`src/dst_pkg.sv`:
```
// Package for the diffusion schedule terms block.
// Holds the fixed-point constants, sequencer states and serial unit types.
// Has no dependencies.
package dst_pkg;

    localparam int FRAC_BITS  = 31;
    localparam int RECIP_FRAC = 24;
    localparam int RECIP_TOP  = 2 * RECIP_FRAC + FRAC_BITS;
    localparam int DIV_STEPS  = RECIP_TOP + 1;
    localparam int DIV_W      = DIV_STEPS;
    localparam int MUL_STEPS  = 32;
    localparam int ROOT_STEPS = 32;
    localparam int CNT_W      = $clog2(DIV_STEPS);

    localparam logic [31:0] ONE_FX     = 32'(64'd1 << FRAC_BITS);
    localparam logic [31:0] TINY_ALPHA = ONE_FX >> 16;
    localparam logic [31:0] SAT_32     = 32'hFFFF_FFFF;

    typedef enum logic [2:0] {
        S_IDLE,
        S_MUL,
        S_PREP,
        S_DIV,
        S_RPREP,
        S_ROOT,
        S_OUT
    } t_state;

    typedef struct packed {
        logic [DIV_W-1:0] n;
        logic [32:0]      rem;
        logic [63:0]      q;
    } t_div;

    typedef struct packed {
        logic [63:0] v;
        logic [35:0] rem;
        logic [31:0] root;
    } t_root;

endpackage

```
`src/diffusion_schedule_terms.sv`:
```
// Top level of the diffusion schedule terms block.
// Serial multipliers, restoring dividers and bit-pair square root units.
// Depends on dst_pkg.
//
// Channel  Direction  Handshake                 Payload
// input    in         i_in_valid / o_in_stall   i_beta, i_first_step
// output   out        o_out_valid / i_out_stall o_alpha ... o_alpha_zero
//
// The serial units take 32 multiply steps, 80 divide steps and
// 32 square root steps per item, with load states S_PREP and S_RPREP.
// One item is worked on at a time; the next is taken once the result is
// handed to the output register, which holds it while the output stalls.
// Reset sets the running product to 1.0 and empties the output register.
module diffusion_schedule_terms
    import dst_pkg::*;
(
    input  logic        i_clk,
    input  logic        i_rst_n,
    input  logic        i_in_valid,
    output logic        o_in_stall,
    input  logic [31:0] i_beta,
    input  logic        i_first_step,
    output logic        o_out_valid,
    input  logic        i_out_stall,
    output logic [31:0] o_alpha,
    output logic [31:0] o_cum_product,
    output logic [31:0] o_prev_cum_product,
    output logic [31:0] o_sqrt_recip_alpha,
    output logic [31:0] o_sqrt_cum_product,
    output logic [31:0] o_sqrt_one_minus_cum,
    output logic [31:0] o_posterior_var,
    output logic        o_alpha_zero
);

    function automatic t_div f_div_step(t_div s, logic [31:0] d);
        t_div        o;
        logic [32:0] r2;
        r2  = {s.rem[31:0], s.n[DIV_W-1]};
        o.n = {s.n[DIV_W-2:0], 1'b0};
        if (r2 >= {1'b0, d}) begin
            o.rem = r2 - {1'b0, d};
            o.q   = {s.q[62:0], 1'b1};
        end else begin
            o.rem = r2;
            o.q   = {s.q[62:0], 1'b0};
        end
        return o;
    endfunction

    function automatic t_root f_root_step(t_root s);
        t_root       o;
        logic [35:0] r2;
        logic [35:0] t;
        r2  = {s.rem[33:0], s.v[63:62]};
        t   = {2'b00, s.root, 2'b01};
        o.v = {s.v[61:0], 2'b00};
        if (r2 >= t) begin
            o.rem  = r2 - t;
            o.root = {s.root[30:0], 1'b1};
        end else begin
            o.rem  = r2;
            o.root = {s.root[30:0], 1'b0};
        end
        return o;
    endfunction

    t_state             r_state, n_state;
    logic [CNT_W-1:0]   r_cnt;
    logic [31:0]        r_rp;
    logic [31:0]        r_beta, r_alpha, r_prev, r_cum;
    logic [31:0]        r_mb1, r_mb2;
    logic [63:0]        r_acc1, r_acc2;
    t_div               r_d1, r_d2;
    t_root              r_q0, r_q1;
    logic [31:0]        r_scum, r_somc;
    logic               r_ovalid;

    logic [31:0]        beta_c, prev_c, cum_c, denom;
    logic [31:0]        pvar, srecip;

    assign beta_c = (i_beta > ONE_FX) ? ONE_FX : i_beta;
    assign prev_c = i_first_step ? ONE_FX : ((r_rp > ONE_FX) ? ONE_FX : r_rp);
    assign cum_c  = 32'(r_acc1 >> FRAC_BITS);
    assign denom  = ONE_FX - r_cum;

    assign pvar = (denom == 32'd0) ? 32'd0 :
                  ((r_d2.q > 64'(ONE_FX)) ? ONE_FX : r_d2.q[31:0]);
    assign srecip = (r_alpha == 32'd0) ? 32'd0 :
                    ((r_alpha <= TINY_ALPHA) ? SAT_32 : r_q0.root);

    assign o_in_stall  = (r_state != S_IDLE);
    assign o_out_valid = r_ovalid;

    always_ff @(posedge i_clk) begin
        if (!i_rst_n) begin
            r_state <= S_IDLE;
        end else begin
            r_state <= n_state;
        end
    end

    always_comb begin
        n_state = r_state;
        unique case (r_state)
            S_IDLE: begin
                if (i_in_valid) n_state = S_MUL;
            end
            S_MUL: begin
                if (r_cnt == CNT_W'(MUL_STEPS - 1)) n_state = S_PREP;
            end
            S_PREP: n_state = S_DIV;
            S_DIV: begin
                if (r_cnt == CNT_W'(DIV_STEPS - 1)) n_state = S_RPREP;
            end
            S_RPREP: n_state = S_ROOT;
            S_ROOT: begin
                if (r_cnt == CNT_W'(ROOT_STEPS - 1)) n_state = S_OUT;
            end
            S_OUT: begin
                if (!r_ovalid || !i_out_stall) n_state = S_IDLE;
            end
            default: n_state = S_IDLE;
        endcase
    end

    always_ff @(posedge i_clk) begin
        if (!i_rst_n) begin
            r_rp     <= ONE_FX;
            r_ovalid <= 1'b0;
            r_cnt    <= '0;
        end else begin
            if (r_state == S_OUT && (!r_ovalid || !i_out_stall)) begin
                r_ovalid <= 1'b1;
            end else if (!i_out_stall) begin
                r_ovalid <= 1'b0;
            end
            unique case (r_state)
                S_IDLE: begin
                    r_cnt <= '0;
                    if (i_in_valid) begin
                        r_beta  <= beta_c;
                        r_alpha <= ONE_FX - beta_c;
                        r_prev  <= prev_c;
                        r_mb1   <= ONE_FX - beta_c;
                        r_mb2   <= ONE_FX - prev_c;
                        r_acc1  <= '0;
                        r_acc2  <= '0;
                    end
                end
                S_MUL: begin
                    r_cnt  <= r_cnt + 1'b1;
                    r_mb1  <= r_mb1 >> 1;
                    r_mb2  <= r_mb2 >> 1;
                    r_acc1 <= 64'(({1'b0, r_acc1}
                              + (r_mb1[0] ? {1'b0, r_prev, 32'd0} : 65'd0)) >> 1);
                    r_acc2 <= 64'(({1'b0, r_acc2}
                              + (r_mb2[0] ? {1'b0, r_beta, 32'd0} : 65'd0)) >> 1);
                end
                S_PREP: begin
                    r_cnt    <= '0;
                    r_cum    <= cum_c;
                    r_rp     <= cum_c;
                    r_d1.n   <= DIV_W'(1) << RECIP_TOP;
                    r_d1.rem <= '0;
                    r_d1.q   <= '0;
                    r_d2.n   <= DIV_W'(r_acc2);
                    r_d2.rem <= '0;
                    r_d2.q   <= '0;
                    r_q0.v    <= 64'(cum_c) << FRAC_BITS;
                    r_q0.rem  <= '0;
                    r_q0.root <= '0;
                    r_q1.v    <= 64'(ONE_FX - cum_c) << FRAC_BITS;
                    r_q1.rem  <= '0;
                    r_q1.root <= '0;
                end
                S_DIV: begin
                    r_cnt <= r_cnt + 1'b1;
                    r_d1  <= f_div_step(r_d1, r_alpha);
                    r_d2  <= f_div_step(r_d2, denom);
                    if (r_cnt < CNT_W'(ROOT_STEPS)) begin
                        r_q0 <= f_root_step(r_q0);
                        r_q1 <= f_root_step(r_q1);
                    end
                end
                S_RPREP: begin
                    r_cnt     <= '0;
                    r_scum    <= r_q0.root;
                    r_somc    <= r_q1.root;
                    r_q0.v    <= r_d1.q;
                    r_q0.rem  <= '0;
                    r_q0.root <= '0;
                end
                S_ROOT: begin
                    r_cnt <= r_cnt + 1'b1;
                    r_q0  <= f_root_step(r_q0);
                end
                S_OUT: begin
                    if (!r_ovalid || !i_out_stall) begin
                        o_alpha              <= r_alpha;
                        o_cum_product        <= r_cum;
                        o_prev_cum_product   <= r_prev;
                        o_sqrt_recip_alpha   <= srecip;
                        o_sqrt_cum_product   <= r_scum;
                        o_sqrt_one_minus_cum <= r_somc;
                        o_posterior_var      <= pvar;
                        o_alpha_zero         <= (r_alpha == 32'd0);
                    end
                end
                default: r_cnt <= '0;
            endcase
        end
    end

endmodule

```
`config.mk`:
```
export PLATFORM = sky130hd
export DESIGN_NAME = diffusion_schedule_terms
export DESIGN_NICKNAME = d
export VERILOG_FILES = /design/src/dst_pkg.sv /design/src/diffusion_schedule_terms.sv
export SDC_FILE = /design/constraint.sdc
export NUM_CORES = 2
export LEC_CHECK = 0
export ABC_AREA = 1
export ABC_CLOCK_PERIOD_IN_PS = 32900
export BUFFER_PORTS_ARGS = -buffer_cell sky130_fd_sc_hd__clkbuf_2
export CAP_MARGIN = 20
export CORE_MARGIN = 10
export CORE_UTILIZATION = 50
export CTS_CLUSTER_SIZE = 16
export DETAILED_ROUTE_END_ITERATION = 12
export HOLD_SLACK_MARGIN = 0.06
export PLACE_DENSITY = 0.67
export SYNTH_ARGS = -nofsm -noshare
export SYNTH_HDL_FRONTEND = slang
export SYNTH_SLANG_ARGS = --single-unit
```
`constraint.sdc`:
```
create_clock -name i_clk -period 32.9 [get_ports i_clk]
set_clock_uncertainty 0.2 [all_clocks]
set_input_delay 6.58 -clock i_clk [delete_from_list [all_inputs] [get_ports i_clk]]
set_output_delay 6.58 -clock i_clk [all_outputs]
set_load 0.03 [all_outputs]
```
==> metrics.csv <==
metric;value;unit
Internal;3.14;mW
final setup fails;0;
vias per inst;5.45;
Synth Area in Adders;0.0460;
Post-Syn Area per Cell;9.83;um2
Final #Nets;6203;
layout cells sized above 1;0.0919;
vias;41128;
crit-path max FO;68;
Mapped Cells;5709;
CTS tree;built;
area grow syn2layout;12.2;%
routability cong.;0.950;
Post-Syn Nets;5950;
ys flop type;edfxtp_1;
share of power burned in registers;0.427;
Synth Area in Compound Gates;0.104;
Synth top cells by count;edfxtp_1 (1,079), nand2_1 (1,031), inv_1 (756), nor2_1 (737), a21oi_1 (438);
Die X;355;um
insertion delay to the later sink of the worst-skew pair;710;ps
clk sinks;1122;
DRC;0;
Hold Buf Count CTS;0;
switching pwr;1.68;mW
largest family of logic cells by synthesized area;simple AND/OR/NAND/NOR gates;
Die Span Y;355;um
Worst EP required;33010;ps
LEAKAGE;25.8;nW
Worst Hold Class;flop to flop;
CTS Buffer Depth;3;
port bufs;263;
I/O Pins;264;
hpwl dp;99000;um
RSZ-0062 raised after global routing;false;
Net Sw Frac;0.349;
Post-DP Area;59100;um2
met1 Track Usage GR;0.312;
Startpoint Class;input port;
reg2reg setup slack;28100;ps
Simple-Gate Fraction of Synth Area;0.165;
Logic pwr share;0.293;
initial antenna violation count;4;
CTS Buf Count;114;
flops & latches, synth;1122;
gr busiest metal;met2;
PwrDens;76.7;nW/um2
dpl cells;7333;
CP endpoint kind;flop;
grt ovf;0;
asr flop ratio synth;0;
Crit Path Class;input port to flop;
GRT met2 Usage;0.336;
vias in the first global route;39370;
Worst-Margin Slew;1110;ps
clk slew on worst S/H paths;70;ps
Detailed Route Iter0 Violations;4044;
xor and xnor fraction of the mapped netlist area;0.0282;
Finished Cell Area;63000;um2
Root Driver;clkbuf_16;
Clock H-tree levels;3;
num rows;122;
Finished Core Util;0.567;
Peak VDD IR;50.2;uV
Final Hold Viols;0;
Rel. slew slack;0.258;
number of flops mapped to enable cells by yosys;1079;
TritonRoute pass-1 iters;8;
mux contribution to synthesized area;0;
total of max-cap violations;0;
WL/cell;18.6;um
Warnings, synthesis;0;
fmax;101;MHz
met3 GRT Util;0.0359;
final WL;140000;um
largest net degree at the start of global routing;167;
sequential fraction of the synthesis area;0.593;
Yosys top cell area share;0.577;
Area contributors post-synth;edfxtp_1 (58%), nand2_1 (6.9%), inv_1 (5.1%), nor2_1 (4.9%), ha_1 (4.5%);
Layout Cells excl Fill;7547;
first-pass GRT wire length;220000;um
most frequent cell after synthesis;edfxtp_1;
cts repair resizes;0;
top cell type by total area after synthesis;edfxtp_1;
clock network power share;0.280;
Slew Limit Fails;0;
final worst path period share;0.300;
Setup Total Neg Slack;0;ps
final antenna-violating net count;0;
Starting Density;0.505;
status;finished clean;
Distinct cells, synth;64;
Post-CTS Setup Inserts;0;
Critical Path AT;9990;ps
Tot GR Track Use;0.216;
core area;111000;um2
min Tclk post-route;9880;ps
Mapped Area;56100;um2
Die Area;126000;um2
[per-stage QoR]
step / hold slack (ps) / power (mW) / worst slack [ps]
after floorplan: 200 / 3.12 / 11420
after global placement: 201 / 3.45 / 22350
after detailed placement: 205 / 3.48 / 22280
after CTS: 204 / 4.84 / 23030
after global routing: 212 / 5.12 / 22790
final: 202 / 4.83 / 23020
[power groups by stage]
stage | combinational [mW] | sequential (mW) | clock (mW)
2_1_floorplan | 1.03 | 2.09 | 0
4_1_cts | 1.41 | 2.06 | 1.38
6_report | 1.42 | 2.06 | 1.35
3_5_place_dp | 1.40 | 2.09 | 0
3_3_place_gp | 1.37 | 2.08 | 0
5_1_grt | 1.60 | 2.08 | 1.43
[area by class of cell]
type	count	area, um2
Fill cell	9809	48200
Sequential cell	1122	33300
Multi-Input combinational cell	3659	19400
Clock buffer	128	2980
Inverter	765	2880
Tap cell	1488	1860
Timing Repair Buffer	300	1670
Clock inverter	84	917
Antenna cell	1	2.50
[path summary, 6_finish.rpt]
check                           from  cells after the start                               end
max                          i_rst_n                      5            r_q1[19]$_SDFFCE_PN0P_
min             r_scum[29]$_DFFE_PP_                      0  o_sqrt_cum_product[29]$_DFFE_PP_
max reg2reg  r_state[2]$_SDFFE_PN0P_                     11                r_q0[41]$_DFFE_PP_
min reg2reg     r_scum[29]$_DFFE_PP_                      0  o_sqrt_cum_product[29]$_DFFE_PP_
[logic make-up (layout without fill, tap and decap cells)]
kind of cell,Yosys count,after routing
AO/OA/AOI/OAI,1051,1051
buffers and inverters,928,1277
AND/OR/NAND/NOR,2224,2224
flip-flops,1122,1122
XOR/XNOR,180,180
other,0,1
adder cells (fa/ha/maj),204,204
[cells in the final DEF, fill, tap and decap left out, types with 9 or more instances in the layout]
cell	n
nor2_1	728
o221ai_1	33
dfxtp_1	43
o211ai_1	11
o21a_1	30
inv_1	754
a21o_1	26
nand2_1	1030
a21oi_1	436
nor3_1	59
clkbuf_16	117
ha_1	200
a21boi_0	12
nor4_1	36
xnor2_1	73
and2_1	15
clkbuf_1	9
clkbuf_2	264
a31oi_1	32
buf_4	31
clkinv_2	29
nor2_2	22
clkinv_1	17
nand3b_1	32
o21ai_0	395
nand3_1	182
bufinv_16	16
o21bai_1	20
nand4_1	85
a211oi_1	10
edfxtp_1	1079
xor2_1	106
nor2_4	9
[flip-flops by register name (all words and copies together) (netlist names), 32 cells and up]
name	flops
r_somc	32
o_sqrt_recip_alpha	32
r_mb1	32
r_scum	32
o_cum_product	32
r_q0	130
r_beta	32
r_d2	176
o_posterior_var	32
r_prev	32
r_acc2	64
o_prev_cum_product	32
r_acc1	33
o_sqrt_one_minus_cum	32
r_mb2	32
o_alpha	32
r_d1	97
r_q1	99
r_rp	32
r_cum	32
o_sqrt_cum_product	32
[worst max-delay path, stage by stage]
cell and delay (ps):
clkbuf_2 600, inv_1 550, nor2_4 830, o21a_4 550, buf_4 790
[layer usage]
layer	vias to the layer above	part of all wire	wire [um]
met2	1397	0.45	62600
li1	20043	-	-
met4	2	0.022	3020
met1	19510	0.45	63800
met5	-	0.000093	13
met3	176	0.077	10800
No activity file was read; power rests on OpenSTA's default activity.
